### config.mk
export PLATFORM = sky130hd
export DESIGN_NAME = mean_median_window_smoother
export DESIGN_NICKNAME = d
export VERILOG_FILES = /design/src/hw/rtl/mmws_pkg.sv /design/src/hw/rtl/mmws_window_mem.sv /design/src/hw/rtl/mmws_mean_unit.sv /design/src/hw/rtl/mmws_rank_unit.sv /design/src/hw/rtl/mean_median_window_smoother.sv
export SDC_FILE = /design/constraint.sdc
export NUM_CORES = 2
export LEC_CHECK = 0
export BUFFER_PORTS_ARGS = -buffer_cell sky130_fd_sc_hd__buf_2
export CORE_MARGIN = 1.5
export CORE_UTILIZATION = 60
export CTS_BUF_LIST = sky130_fd_sc_hd__clkbuf_2
export DETAILED_ROUTE_END_ITERATION = 10
export PLACE_DENSITY = 0.86
export SLEW_MARGIN = 15
export SYNTH_ARGS = -nofsm -noshare
export SYNTH_HDL_FRONTEND = slang
export SYNTH_SLANG_ARGS = --single-unit
### constraint.sdc
create_clock -name clk -period 6.35 [get_ports clk]
set_input_delay 0 -clock clk [delete_from_list [all_inputs] [get_ports clk]]
set_output_delay 0 -clock clk [all_outputs]
set_load 0.05 [all_outputs]
### src/hw/rtl/mmws_pkg.sv
`timescale 1ns / 1ps
// Shared types, constants and state encodings for the window smoother.
package mmws_pkg;

    localparam int MAX_HALF_DEF = 15;

    localparam int SAMPLE_W  = 24;
    localparam int SUM_W     = 29;
    localparam int FACTOR_W  = 16;
    localparam int HW_W      = 4;
    localparam int CFG_W     = 16;
    localparam int CFG_IDX_W = 2;

    localparam logic [CFG_IDX_W-1:0] CFG_MODE_MEAN  = 2'd0;
    localparam logic [CFG_IDX_W-1:0] CFG_HALF_WIDTH = 2'd1;
    localparam logic [CFG_IDX_W-1:0] CFG_FACTOR     = 2'd2;

    localparam logic                MODE_MEAN_RST  = 1'b1;
    localparam logic [HW_W-1:0]     HALF_WIDTH_RST = 4'd1;
    localparam logic [FACTOR_W-1:0] FACTOR_RST     = 16'd21845;

    localparam logic signed [SAMPLE_W-1:0] VALUE_MAX = 24'sh7FFFFF;
    localparam logic signed [SAMPLE_W-1:0] VALUE_MIN = 24'sh800000;

    typedef struct packed {
        logic signed [SAMPLE_W-1:0] sample;
        logic                       last;
    } smp_t;

    typedef struct packed {
        logic signed [SAMPLE_W-1:0] value;
        logic                       run_last;
        logic                       series_done;
        logic                       too_short;
    } res_t;

    typedef enum logic [2:0] {
        ST_IDLE,
        ST_SUM,
        ST_MEAN,
        ST_RANK,
        ST_EMIT
    } ctl_state_t;

    typedef enum logic [2:0] {
        RK_IDLE,
        RK_CAND,
        RK_LOAD,
        RK_SCAN,
        RK_CHECK
    } rank_state_t;

endpackage

### src/hw/rtl/mmws_window_mem.sv
`timescale 1ns / 1ps
// Circular sample store: one write port, one registered read port, per-entry valid bits.
module mmws_window_mem #(
    parameter int MAX_HALF = mmws_pkg::MAX_HALF_DEF
) (
    input  logic                                 clk,
    input  logic                                 rst_n,
    input  logic                                 we,
    input  logic [$clog2(2*MAX_HALF+1)-1:0]      waddr,
    input  logic signed [mmws_pkg::SAMPLE_W-1:0] wdata,
    input  logic [$clog2(2*MAX_HALF+1)-1:0]      raddr,
    output logic signed [mmws_pkg::SAMPLE_W-1:0] rdata
);

    localparam int WIN_MAX = 2 * MAX_HALF + 1;

    logic signed [mmws_pkg::SAMPLE_W-1:0] mem [WIN_MAX];
    logic [WIN_MAX-1:0]                   valid_reg;
    logic signed [mmws_pkg::SAMPLE_W-1:0] mem_q_reg;
    logic                                 vld_q_reg;

    always_ff @(posedge clk or negedge rst_n)
    begin
        if (!rst_n)
        begin
            valid_reg <= '0;
        end
        else if (we)
        begin
            valid_reg[waddr] <= 1'b1;
        end
    end

    always_ff @(posedge clk)
    begin
        if (we)
        begin
            mem[waddr] <= wdata;
        end
        mem_q_reg <= mem[raddr];
        vld_q_reg <= valid_reg[raddr];
    end

    // never-written entries read as zero
    assign rdata = vld_q_reg ? mem_q_reg : '0;

endmodule

### src/hw/rtl/mmws_mean_unit.sv
`timescale 1ns / 1ps
// Mean path: window sum times Q0.16 factor, floored and saturated to 24 bits.
module mmws_mean_unit (
    input  logic                                 clk,
    input  logic                                 rst_n,
    input  logic                                 start,
    input  logic signed [mmws_pkg::SUM_W-1:0]    sum,
    input  logic [mmws_pkg::FACTOR_W-1:0]        factor,
    output logic                                 done,
    output logic signed [mmws_pkg::SAMPLE_W-1:0] value
);

    localparam int PROD_W = mmws_pkg::SUM_W + mmws_pkg::FACTOR_W + 1;
    localparam int SHR_W  = PROD_W - mmws_pkg::FACTOR_W;

    logic signed [PROD_W-1:0]             prod_next;
    logic signed [PROD_W-1:0]             prod_reg;
    logic signed [SHR_W-1:0]              shr;
    logic                                 fits;
    logic signed [mmws_pkg::SAMPLE_W-1:0] sat;
    logic signed [mmws_pkg::SAMPLE_W-1:0] value_reg;
    logic                                 s1_reg;
    logic                                 s2_reg;

    assign prod_next = sum * $signed({1'b0, factor});

    // arithmetic shift gives the floor
    assign shr  = SHR_W'(prod_reg >>> mmws_pkg::FACTOR_W);
    assign fits = (shr[SHR_W-1:mmws_pkg::SAMPLE_W-1] == '0)
               || (shr[SHR_W-1:mmws_pkg::SAMPLE_W-1] == '1);
    assign sat  = fits ? shr[mmws_pkg::SAMPLE_W-1:0]
                : (shr[SHR_W-1] ? mmws_pkg::VALUE_MIN : mmws_pkg::VALUE_MAX);

    always_ff @(posedge clk)
    begin
        prod_reg  <= prod_next;
        value_reg <= sat;
    end

    always_ff @(posedge clk or negedge rst_n)
    begin
        if (!rst_n)
        begin
            s1_reg <= 1'b0;
            s2_reg <= 1'b0;
        end
        else
        begin
            s1_reg <= start;
            s2_reg <= s1_reg;
        end
    end

    assign done  = s2_reg;
    assign value = value_reg;

endmodule

### src/hw/rtl/mmws_rank_unit.sv
`timescale 1ns / 1ps
// Median by counting: one shared comparator ranks each candidate against the window.
module mmws_rank_unit #(
    parameter int MAX_HALF = mmws_pkg::MAX_HALF_DEF
) (
    input  logic                                 clk,
    input  logic                                 rst_n,
    input  logic                                 start,
    input  logic [$clog2(2*MAX_HALF+2)-1:0]      len,
    input  logic [mmws_pkg::HW_W-1:0]            rank,
    input  logic signed [mmws_pkg::SAMPLE_W-1:0] rd_data,
    output logic [$clog2(2*MAX_HALF+1)-1:0]      rd_idx,
    output logic                                 done,
    output logic signed [mmws_pkg::SAMPLE_W-1:0] value
);

    localparam int WIN_MAX = 2 * MAX_HALF + 1;
    localparam int PTR_W   = $clog2(WIN_MAX);
    localparam int CNT_W   = $clog2(WIN_MAX + 1);

    mmws_pkg::rank_state_t state_reg, state_next;

    logic [PTR_W-1:0]                     i_reg, i_next;
    logic [PTR_W-1:0]                     cnt_reg, cnt_next;
    logic [CNT_W-1:0]                     less_reg, less_next;
    logic [CNT_W-1:0]                     eq_reg, eq_next;
    logic signed [mmws_pkg::SAMPLE_W-1:0] cand_reg, cand_next;

    logic [PTR_W-1:0] last_idx;
    logic [CNT_W-1:0] rank_w;
    logic             is_less;
    logic             is_eq;
    logic             hit;

    assign last_idx = PTR_W'(len - CNT_W'(1));
    assign rank_w   = CNT_W'(rank);
    assign is_less  = rd_data < cand_reg;
    assign is_eq    = rd_data == cand_reg;
    assign hit      = (less_reg <= rank_w) && (rank_w < less_reg + eq_reg);

    always_ff @(posedge clk or negedge rst_n)
    begin
        if (!rst_n)
        begin
            state_reg <= mmws_pkg::RK_IDLE;
            i_reg     <= '0;
            cnt_reg   <= '0;
            less_reg  <= '0;
            eq_reg    <= '0;
        end
        else
        begin
            state_reg <= state_next;
            i_reg     <= i_next;
            cnt_reg   <= cnt_next;
            less_reg  <= less_next;
            eq_reg    <= eq_next;
        end
    end

    always_ff @(posedge clk)
    begin
        cand_reg <= cand_next;
    end

    always_comb
    begin
        state_next = state_reg;
        i_next     = i_reg;
        cnt_next   = cnt_reg;
        less_next  = less_reg;
        eq_next    = eq_reg;
        cand_next  = cand_reg;
        rd_idx     = '0;
        done       = 1'b0;
        case (state_reg)
            mmws_pkg::RK_IDLE:
            begin
                if (start)
                begin
                    i_next     = '0;
                    state_next = mmws_pkg::RK_CAND;
                end
            end
            mmws_pkg::RK_CAND:
            begin
                rd_idx     = i_reg;
                state_next = mmws_pkg::RK_LOAD;
            end
            mmws_pkg::RK_LOAD:
            begin
                // candidate arrives; first scan read goes out now
                cand_next  = rd_data;
                rd_idx     = '0;
                cnt_next   = '0;
                less_next  = '0;
                eq_next    = '0;
                state_next = mmws_pkg::RK_SCAN;
            end
            mmws_pkg::RK_SCAN:
            begin
                if (is_less)
                begin
                    less_next = less_reg + CNT_W'(1);
                end
                else if (is_eq)
                begin
                    eq_next = eq_reg + CNT_W'(1);
                end
                if (cnt_reg == last_idx)
                begin
                    state_next = mmws_pkg::RK_CHECK;
                end
                else
                begin
                    cnt_next = cnt_reg + PTR_W'(1);
                    rd_idx   = cnt_reg + PTR_W'(1);
                end
            end
            mmws_pkg::RK_CHECK:
            begin
                if (hit)
                begin
                    done       = 1'b1;
                    state_next = mmws_pkg::RK_IDLE;
                end
                else
                begin
                    i_next     = i_reg + PTR_W'(1);
                    state_next = mmws_pkg::RK_CAND;
                end
            end
            default:
            begin
                state_next = mmws_pkg::RK_IDLE;
            end
        endcase
    end

    assign value = cand_reg;

endmodule

### src/hw/rtl/mean_median_window_smoother.sv
`timescale 1ns / 1ps
// Centred-window smoother (moving mean or running median) with a sequenced datapath.
//
// One request is taken at a time; smp_stall goes high after acceptance and stays high until
// the last result of that request has been loaded into the output register, or until the
// window has been updated when the request gives no result. Each request is accepted,
// updates the window, then computes the result: mean mode uses the two-stage multiplier,
// median mode has the single shared comparator rank c candidates (c is 1 to L, where
// L = 2*half_width+1) against the window, one window read per cycle, until it finds the
// middle one. Each result then passes through the output register, and up to L copies
// are produced when the window first fills or the series ends.
// The window memory needs no clearing pass: per-entry valid bits are cleared by reset.
module mean_median_window_smoother #(
    parameter int MAX_HALF = mmws_pkg::MAX_HALF_DEF
) (
    input  logic                               clk,
    input  logic                               rst_n,
    input  logic                               smp_valid,
    output logic                               smp_stall,
    input  mmws_pkg::smp_t                     smp,
    output logic                               res_valid,
    input  logic                               res_stall,
    output mmws_pkg::res_t                     res,
    input  logic                               cfg_we,
    input  logic [mmws_pkg::CFG_IDX_W-1:0]     cfg_index,
    input  logic [mmws_pkg::CFG_W-1:0]         cfg_data
);

    localparam int WIN_MAX = 2 * MAX_HALF + 1;
    localparam int PTR_W   = $clog2(WIN_MAX);
    localparam int CNT_W   = $clog2(WIN_MAX + 1);
    localparam int SW      = mmws_pkg::SAMPLE_W;
    localparam int HW_W    = mmws_pkg::HW_W;

    mmws_pkg::ctl_state_t state_reg, state_next;

    logic                               mode_reg, mode_next;
    logic [HW_W-1:0]                    hw_reg, hw_next;
    logic [mmws_pkg::FACTOR_W-1:0]      factor_reg, factor_next;
    logic [PTR_W-1:0]                   wp_reg, wp_next;
    logic [CNT_W-1:0]                   fill_reg, fill_next;
    logic signed [mmws_pkg::SUM_W-1:0]  sum_reg, sum_next;
    logic [CNT_W-1:0]                   rem_reg, rem_next;
    logic                               kick_reg, kick_next;
    logic                               short_reg, short_next;
    logic                               last_reg, last_next;
    logic                               res_valid_reg, res_valid_next;
    logic signed [SW-1:0]               sample_reg, sample_next;
    logic signed [SW-1:0]               result_reg, result_next;
    mmws_pkg::res_t                     res_reg, res_next;

    logic [CNT_W-1:0]                   len;
    logic [CNT_W-1:0]                   hw_c;
    logic [CNT_W-1:0]                   reps;
    logic                               full;
    logic                               just_filled;
    logic [PTR_W-1:0]                   wp_new;
    logic [PTR_W-1:0]                   rd_k;
    logic [PTR_W:0]                     wp_x;
    logic [PTR_W:0]                     k_x;
    logic [PTR_W-1:0]                   rd_addr;
    logic signed [SW-1:0]               rd_data;
    logic signed [mmws_pkg::SUM_W-1:0]  sum_calc;
    logic                               mem_we;
    logic                               out_free;
    logic [HW_W-1:0]                    hw_wr;
    logic [HW_W-1:0]                    hw_clamp;

    logic                               mean_start;
    logic                               mean_done;
    logic signed [SW-1:0]               mean_value;
    logic                               rank_start;
    logic                               rank_done;
    logic signed [SW-1:0]               rank_value;
    logic [PTR_W-1:0]                   rank_idx;

    assign len         = CNT_W'({hw_reg, 1'b1});
    assign hw_c        = CNT_W'(hw_reg);
    assign full        = fill_reg >= len;
    assign just_filled = (fill_reg + CNT_W'(1)) == len;
    assign reps        = CNT_W'(1) + (just_filled ? hw_c : '0) + (last_reg ? hw_c : '0);
    assign wp_new      = (wp_reg == PTR_W'(WIN_MAX - 1)) ? '0 : wp_reg + PTR_W'(1);

    // logical index k (0 = newest) maps to wp - k, modulo the depth
    assign rd_k    = (state_reg == mmws_pkg::ST_RANK) ? rank_idx : PTR_W'(len - CNT_W'(1));
    assign wp_x    = {1'b0, wp_reg};
    assign k_x     = {1'b0, rd_k};
    assign rd_addr = PTR_W'((wp_x >= k_x) ? wp_x - k_x
                            : wp_x + (PTR_W + 1)'(WIN_MAX) - k_x);

    assign sum_calc = sum_reg - (full ? mmws_pkg::SUM_W'(rd_data) : '0)
                    + mmws_pkg::SUM_W'(sample_reg);

    assign out_free   = !res_valid_reg || !res_stall;
    assign mean_start = kick_reg && (state_reg == mmws_pkg::ST_MEAN);
    assign rank_start = kick_reg && (state_reg == mmws_pkg::ST_RANK);

    assign hw_wr    = cfg_data[HW_W-1:0];
    assign hw_clamp = (int'(hw_wr) > MAX_HALF) ? HW_W'(MAX_HALF) : hw_wr;

    mmws_window_mem #(
        .MAX_HALF (MAX_HALF)
    ) u_mem (
        .clk   (clk),
        .rst_n (rst_n),
        .we    (mem_we),
        .waddr (wp_new),
        .wdata (sample_reg),
        .raddr (rd_addr),
        .rdata (rd_data)
    );

    mmws_mean_unit u_mean (
        .clk    (clk),
        .rst_n  (rst_n),
        .start  (mean_start),
        .sum    (sum_reg),
        .factor (factor_reg),
        .done   (mean_done),
        .value  (mean_value)
    );

    mmws_rank_unit #(
        .MAX_HALF (MAX_HALF)
    ) u_rank (
        .clk     (clk),
        .rst_n   (rst_n),
        .start   (rank_start),
        .len     (len),
        .rank    (hw_reg),
        .rd_data (rd_data),
        .rd_idx  (rank_idx),
        .done    (rank_done),
        .value   (rank_value)
    );

    always_ff @(posedge clk or negedge rst_n)
    begin
        if (!rst_n)
        begin
            state_reg     <= mmws_pkg::ST_IDLE;
            mode_reg      <= mmws_pkg::MODE_MEAN_RST;
            hw_reg        <= mmws_pkg::HALF_WIDTH_RST;
            factor_reg    <= mmws_pkg::FACTOR_RST;
            wp_reg        <= '0;
            fill_reg      <= '0;
            sum_reg       <= '0;
            rem_reg       <= '0;
            kick_reg      <= 1'b0;
            short_reg     <= 1'b0;
            last_reg      <= 1'b0;
            res_valid_reg <= 1'b0;
        end
        else
        begin
            state_reg     <= state_next;
            mode_reg      <= mode_next;
            hw_reg        <= hw_next;
            factor_reg    <= factor_next;
            wp_reg        <= wp_next;
            fill_reg      <= fill_next;
            sum_reg       <= sum_next;
            rem_reg       <= rem_next;
            kick_reg      <= kick_next;
            short_reg     <= short_next;
            last_reg      <= last_next;
            res_valid_reg <= res_valid_next;
        end
    end

    always_ff @(posedge clk)
    begin
        sample_reg <= sample_next;
        result_reg <= result_next;
        res_reg    <= res_next;
    end

    always_comb
    begin
        state_next     = state_reg;
        mode_next      = mode_reg;
        hw_next        = hw_reg;
        factor_next    = factor_reg;
        wp_next        = wp_reg;
        fill_next      = fill_reg;
        sum_next       = sum_reg;
        rem_next       = rem_reg;
        kick_next      = 1'b0;
        short_next     = short_reg;
        last_next      = last_reg;
        sample_next    = sample_reg;
        result_next    = result_reg;
        res_next       = res_reg;
        res_valid_next = res_valid_reg;
        mem_we         = 1'b0;

        if (res_valid_reg && !res_stall)
        begin
            res_valid_next = 1'b0;
        end

        case (state_reg)
            mmws_pkg::ST_IDLE:
            begin
                // oldest-sample read is issued here every cycle
                if (smp_valid)
                begin
                    sample_next = smp.sample;
                    last_next   = smp.last;
                    state_next  = mmws_pkg::ST_SUM;
                end
            end
            mmws_pkg::ST_SUM:
            begin
                mem_we    = 1'b1;
                wp_next   = wp_new;
                sum_next  = sum_calc;
                fill_next = full ? fill_reg : fill_reg + CNT_W'(1);
                if (!full && !just_filled)
                begin
                    if (last_reg)
                    begin
                        result_next = '0;
                        short_next  = 1'b1;
                        rem_next    = CNT_W'(1);
                        state_next  = mmws_pkg::ST_EMIT;
                    end
                    else
                    begin
                        state_next = mmws_pkg::ST_IDLE;
                    end
                end
                else
                begin
                    short_next = 1'b0;
                    rem_next   = reps;
                    kick_next  = 1'b1;
                    state_next = mode_reg ? mmws_pkg::ST_MEAN : mmws_pkg::ST_RANK;
                end
            end
            mmws_pkg::ST_MEAN:
            begin
                if (mean_done)
                begin
                    result_next = mean_value;
                    state_next  = mmws_pkg::ST_EMIT;
                end
            end
            mmws_pkg::ST_RANK:
            begin
                if (rank_done)
                begin
                    result_next = rank_value;
                    state_next  = mmws_pkg::ST_EMIT;
                end
            end
            mmws_pkg::ST_EMIT:
            begin
                if (out_free)
                begin
                    res_next.value       = result_reg;
                    res_next.run_last    = rem_reg == CNT_W'(1);
                    res_next.series_done = (rem_reg == CNT_W'(1)) && last_reg;
                    res_next.too_short   = short_reg;
                    res_valid_next       = 1'b1;
                    rem_next             = rem_reg - CNT_W'(1);
                    if (rem_reg == CNT_W'(1))
                    begin
                        state_next = mmws_pkg::ST_IDLE;
                        if (last_reg)
                        begin
                            fill_next = '0;
                            sum_next  = '0;
                        end
                    end
                end
            end
            default:
            begin
                state_next = mmws_pkg::ST_IDLE;
            end
        endcase

        if (cfg_we)
        begin
            case (cfg_index)
                mmws_pkg::CFG_MODE_MEAN:
                begin
                    mode_next = cfg_data[0];
                end
                mmws_pkg::CFG_HALF_WIDTH:
                begin
                    // new width starts a new series
                    hw_next   = hw_clamp;
                    fill_next = '0;
                    sum_next  = '0;
                end
                mmws_pkg::CFG_FACTOR:
                begin
                    factor_next = cfg_data[mmws_pkg::FACTOR_W-1:0];
                end
                default:
                begin
                end
            endcase
        end
    end

    assign smp_stall = state_reg != mmws_pkg::ST_IDLE;
    assign res_valid = res_valid_reg;
    assign res       = res_reg;

endmodule

[After elaboration in Yosys (flattened, before gate mapping)]
Memory sizes are Yosys's and may differ from the RTL's. A register that Yosys moved wholly into a read port is not among the register bits.
Cells that the tools add are included.
Cells by class
  eq/ne operators: 32
  bitwise logic cells: 1
  magnitude comparators: 8
  mux-type cells: 72
  reductions and logical operators: 36
  add/sub/neg operators: 16
  multipliers: 1
Operators with widths (number)
  $mux 29: 6
  $mux 24: 7
  $mux 5: 19
  $pmux 24 s3: 1
  $pmux 5 s2: 7
  $pmux 29 s2: 1
  $mul 29x17->46: 1
  $or 31x31->31: 1
  $add 5x1->5 const B: 6
  $pmux 3 s5: 2
  $add 29x29->29: 1
  $sub 29x29->29: 1
  $mux 3: 9
  $eq 24x24->1: 1
  $lt 24x24->1: 1
  $ne 2x2->1 const B: 11
  $reduce_and 2->1: 9
  $mux 1: 16
  $eq 3x2->1 const B: 4
  $lt 5x6->1 const B: 2
  $eq 5x5->1: 2
  $ge 5x5->1: 2
  $reduce_and 5->1: 2
  $sub 5x1->5 const B: 2
  other kinds (29): 52
Storage, ports and cells
  register bits: 298
  memories kept: 1
  bits in writable memories: 744
  output and inout bits: 29
  word-level logic and storage cells: 197
  bits of input ports: 48
Memory list
  u_mem.mem: words 31, bits a word 24, rd ports 1, clocked after Yosys merged registers in 1, wr ports 1, RTL line mmws_window_mem.sv:17  | logic signed [mmws_pkg::SAMPLE_W-1:0] mem [WIN_MAX];

[Logic depth before layout (Yosys ltp)]
  word-level depth: 9
  mapped depth: 24
  depth with buffers taken out: 23

[Hierarchy]
Synthesis repeated with hierarchy kept, for this count alone.
Unflattened totals
  cells, all modules: 4679
  area, all modules: 60453.0 µm²
By module, submodules not included
  mmws_window_mem: cells an instance 1531, area each 30690.7 µm², instances 1, seq. area each 23617.7 µm²
  mmws_mean_unit: cells an instance 1928, area each 17523.1 µm², instances 1, seq. area each 1131.1 µm²
  mean_median_window_smoother: cells an instance 915, area each 9192.6 µm², instances 1, seq. area each 4066.4 µm²
  mmws_rank_unit: cells an instance 305, area each 3046.7 µm², instances 1, seq. area each 1296.2 µm²

[Worst setup path before layout]
No wires, ideal clock.
  path kind: register to register
  start: register sum_reg[28] (netlist bit)
  end: register u_mean.prod_reg[44]
  setup time: 0.072 ns
  required time: 6.278 ns
  setup slack: -0.182 ns
  arrival time: 6.459 ns
  path buffers: 2
  cell stages (with the launch flop): 23
  period minus slack after synthesis: 6.532 ns
  path through: dfrtp_1 > clkbuf_1 > clkbuf_1 > nand2_1 > fa_1 > inv_1 > fa_1 > fa_1 > fa_1 > fa_1 > inv_1 > fa_1 > inv_1 > ha_1 > and4_1 > a221o_1 > a31oi_1 > nand2b_1 > nor4_1 > nor3_1 > or3_1 > a21oi_1 > xnor2_1
On the way
  cells in the longest elaborated chain, start to end: 1
RTL lines
  start, declared: RTL line mean_median_window_smoother.sv:42  | logic signed [mmws_pkg::SUM_W-1:0] sum_reg, sum_next;
  start signal, assigned: RTL line mean_median_window_smoother.sv:162  | sum_reg <= sum_next;
  $mul 29x17->46: RTL line mmws_mean_unit.sv:25  | assign prod_next = sum * $signed({1'b0, factor});
  named net u_mean.prod_next[44]: RTL line mmws_mean_unit.sv:16  | logic signed [PROD_W-1:0] prod_next;
  end signal, assigned: RTL line mmws_mean_unit.sv:36  | prod_reg <= prod_next;
  end, declared: RTL line mmws_mean_unit.sv:17  | logic signed [PROD_W-1:0] prod_reg;
The timed path passes the listed nets, and every way through them passes these cells.
A chain may end at the register's enable or synchronous reset.

[Final worst setup path]
  start: register factor_reg[4] (netlist bit)
  end: register u_mean.prod_reg[45]
On the way
  cells in the longest elaborated chain, start to end: 1
RTL lines
  start, declared: RTL line mean_median_window_smoother.sv:39  | logic [mmws_pkg::FACTOR_W-1:0] factor_reg, factor_next;
  start signal, assigned: RTL line mean_median_window_smoother.sv:144  | factor_reg <= mmws_pkg::FACTOR_RST;
  start signal, assigned: RTL line mean_median_window_smoother.sv:159  | factor_reg <= factor_next;
  $mul 29x17->46: RTL line mmws_mean_unit.sv:25
  named net u_mean.prod_next[45]: RTL line mmws_mean_unit.sv:16
The timed path passes the listed nets, and every way through them passes these cells.

==> metrics.md <==
| Metric | Value |
|---|---|
| Final hold slack | 0.173 ns |
| Post-detail-place hpwl | 102,000 um |
| Largest stage delay on the critical path | 0.65 ns |
| Most common cell after layout, fill and taps aside | edfxtp_1 |
| Routed Antenna Nets | 0 |
| 1st-pass router iterations | 11 |
| Synth Instances | 4,665 |
| Share of cells above drive strength 1 | 21.4% |
| Initial antenna violation count | 4 |
| Async S/R FF share, synth | 12.2% |
| Total gr overflow | 0 |
| Final period utilization | 105% |
| HP Class | in -> reg |
| Drt drc | 8 |
| Wire per inst | 23.2 um |
| Bufs on Longest Clock Path | 3 |
| EDFF count, synth | 843 |
| Final Hold Fails | 0 |
| Worst Path Arrival | 8.08 ns |
| GRT Util Overall | 30.6% |
| Setup crit end kind | flip-flop |
| CP max-delay cell | dfstp_2 |
| Vias/cell | 6.08 |
| Final setup viols | 14 |
| FF+latch count, synth | 1,050 |
| Chip Width | 322 um |
| Num rows | 116 |
| H-tree Lvls | 4 |
| Synth Net Count | 5,388 |
| Critical path required time | 7.77 ns |
| MaxCap Viol Count | 0 |
| CTS Sinks | 1,050 |
| Slew Viols, Final | 0 |
| Synth warnings | 0 |
| Vias in the first global route | 43,200 |
| Sequential-to-total area share from yosys stat | 49.4% |
| Primary FF master, synth | edfxtp_1 |
| Clock Skew | 0.163 ns |
| Max Clk Rate | 0.150 GHz |
| Die Y | 322 um |
| DRT Wirelength | 157,000 um |
| Max reg flops | 744 |
| Synthesized cell area | 0.0609 mm^2 |
| Unrepaired setup endpoints after global routing | true |
| DIE AREA | 0.103 mm^2 |
| I/O pin count | 77 |
| Reg area | 0.0301 mm^2 |
| PnR worst setup slack | -0.316 ns |
| Gpl congestion | 0.932 |
| Clock Latency Late Sink | 1.62 ns |
| CTS tree | built |
| Most frequent cells in the layout | edfxtp_1 (843), inv_1 (680), fa_1 (453), nand2_1 (427), clkbuf_2 (361) |
| Global-route wire length before repair | 241,000 um |
| CP startpoint kind | flip-flop |
| Unique masters post-synth | 92 |
| Initial DRC count | 4,650 |
| Max_slew headroom | 22.4% |
| Total Nets Final | 5,913 |
| Core region area | 0.100 mm^2 |
| Via count | 41,200 |
| Critical path peak fanout | 4 |
| Critical path class | reg -> reg |
| CTS root buf | clkbuf_2 |
| Worst Max-Slew Pin Slew | 1.16 ns |
| Cts bufs inserted | 240 |
| Syn_area_per_cell | 13.1 um^2 |
| Clock-pin slew on the worst setup and hold paths | 0.17 ns |
| Area growth, synth to finish | 13.1% |
| Fillers | 6,402 |
| Initial Utilization | 60.7% |
| Largest net degree at the start of global routing | 127 |
| Minimum clock period | 6.67 ns |
| Status | finished, violations left |
| Area of the multi-input gates | 0.0277 mm^2 |
| IO buf count | 76 |
| CP dominant cell by count | fa_1 |
| Failing checks | DRC, setup timing |
[worst paths after layout]
path                                           start                          end  slack (ns)  cells after the start
setup / recovery           factor_reg[4]$_DFFE_PN1P_  u_mean.prod_reg[45]$_DFF_P_       -0.32                     25
hold / removal                               smp[19]     sample_reg[18]$_DFFE_PP_        0.17                      4
setup reg to reg           factor_reg[4]$_DFFE_PN1P_  u_mean.prod_reg[45]$_DFF_P_       -0.32                     25
hold reg to reg              u_mean.s1_reg$_DFF_PN0_        u_mean.done$_DFF_PN0_        0.36                      0
max in group asynchronous                      rst_n        sum_reg[28]$_DFF_PN0_        4.46                      7
min in group asynchronous                      rst_n    factor_reg[5]$_DFFE_PN0P_        0.68                      6
[worst max-delay path: cells and delay by family (launching register included)]
| family | cells | cell delay, ns |
|---|---|---|
| AO/OA/AOI/OAI | 2 | 0.53 |
| buffers and inverters | 8 | 0.92 |
| XOR/XNOR | 1 | 0.13 |
| adder cells (fa/ha/maj) | 7 | 3.36 |
| AND/OR/NAND/NOR | 7 | 0.87 |
| flip-flops | 1 | 0.65 |
[kinds of logic (layout without fill, tap and decap cells)]
family	after synthesis	in the layout	share of synthesized area, %
buf+inv	922	1655	6.00
simple gates	1018	1018	8.20
flops	1050	1050	49.4
compound gates	600	600	6.87
xor+xnor	75	75	1.09
mux	325	325	8.70
fa+ha+maj	675	675	19.7
other cells	0	17	0
[final cells by class]
cell class / instances / area share (%)
tap: 1357 / 2.46
antenna: 17 / 0.0617
multi-input combinational: 2693 / 40.2
clock buffer: 361 / 2.62
sequential: 1050 / 43.7
timing repair buffer: 515 / 6.40
clock inverter: 89 / 0.779
inverter: 690 / 3.76
[layer usage]
layer	up-vias	GRT usage, %	part of all wire (%)
li1	17400	-	-
met1	20400	37.5	35
met2	2755	52.3	50
met3	578	6.75	11
met4	2	13.5	4.5
met5	-	0	0.0083
[synthesized netlist by cell type (29+ instances only)]
master    instances  share of area, %
a21o_1           46              0.57
a21oi_1         101              0.83
a221oi_1         31              0.45
a222oi_1         36              0.59
a22o_1           29              0.42
and2_1          224               2.3
clkbuf_1        175               1.1
dfrtp_1         118               4.8
dfxtp_1          79               2.6
edfxtp_1        843                42
fa_1            477                16
ha_1            198               4.1
inv_1           688               4.2
mux2_2           53              0.98
mux2i_1         114               1.9
mux4_2          155               5.7
nand2_1         431               2.7
nand3_1          41              0.34
nor2_1          120              0.74
nor2b_1          34              0.35
o21ai_0         144               1.2
o221ai_1         41              0.59
or2_2            38              0.39
xnor2_1          49              0.70
[per-stage QoR]
step                      TNS, ns  std cells  cell area, um^2  setup WS, ns  utilization, %
final                       -2.35       6772            68900        -0.316            68.6
after global routing        -4.79       6769            68900        -0.416            68.6
after CTS                  -0.121       6745            68600       -0.0700            68.3
after detailed placement    -3.25       6115            64200        -0.388            64.0
after global placement      -1.27       6115            64200        -0.217            64.0
after floorplan                 0       4665            60900       0.00317               -
[repair_timing]
action	CTS	global route
hold endpoints to repair	267	0
hold buffers	153	0
pin swaps	41	62
buffers inserted	25	12
gates resized for setup	56	44
gates cloned	2	0
setup endpoints to repair	19	21
Power is left out: the tool's default activity adds up to more than one toggle a clock period on the data nets, which glitch-free logic cannot reach.
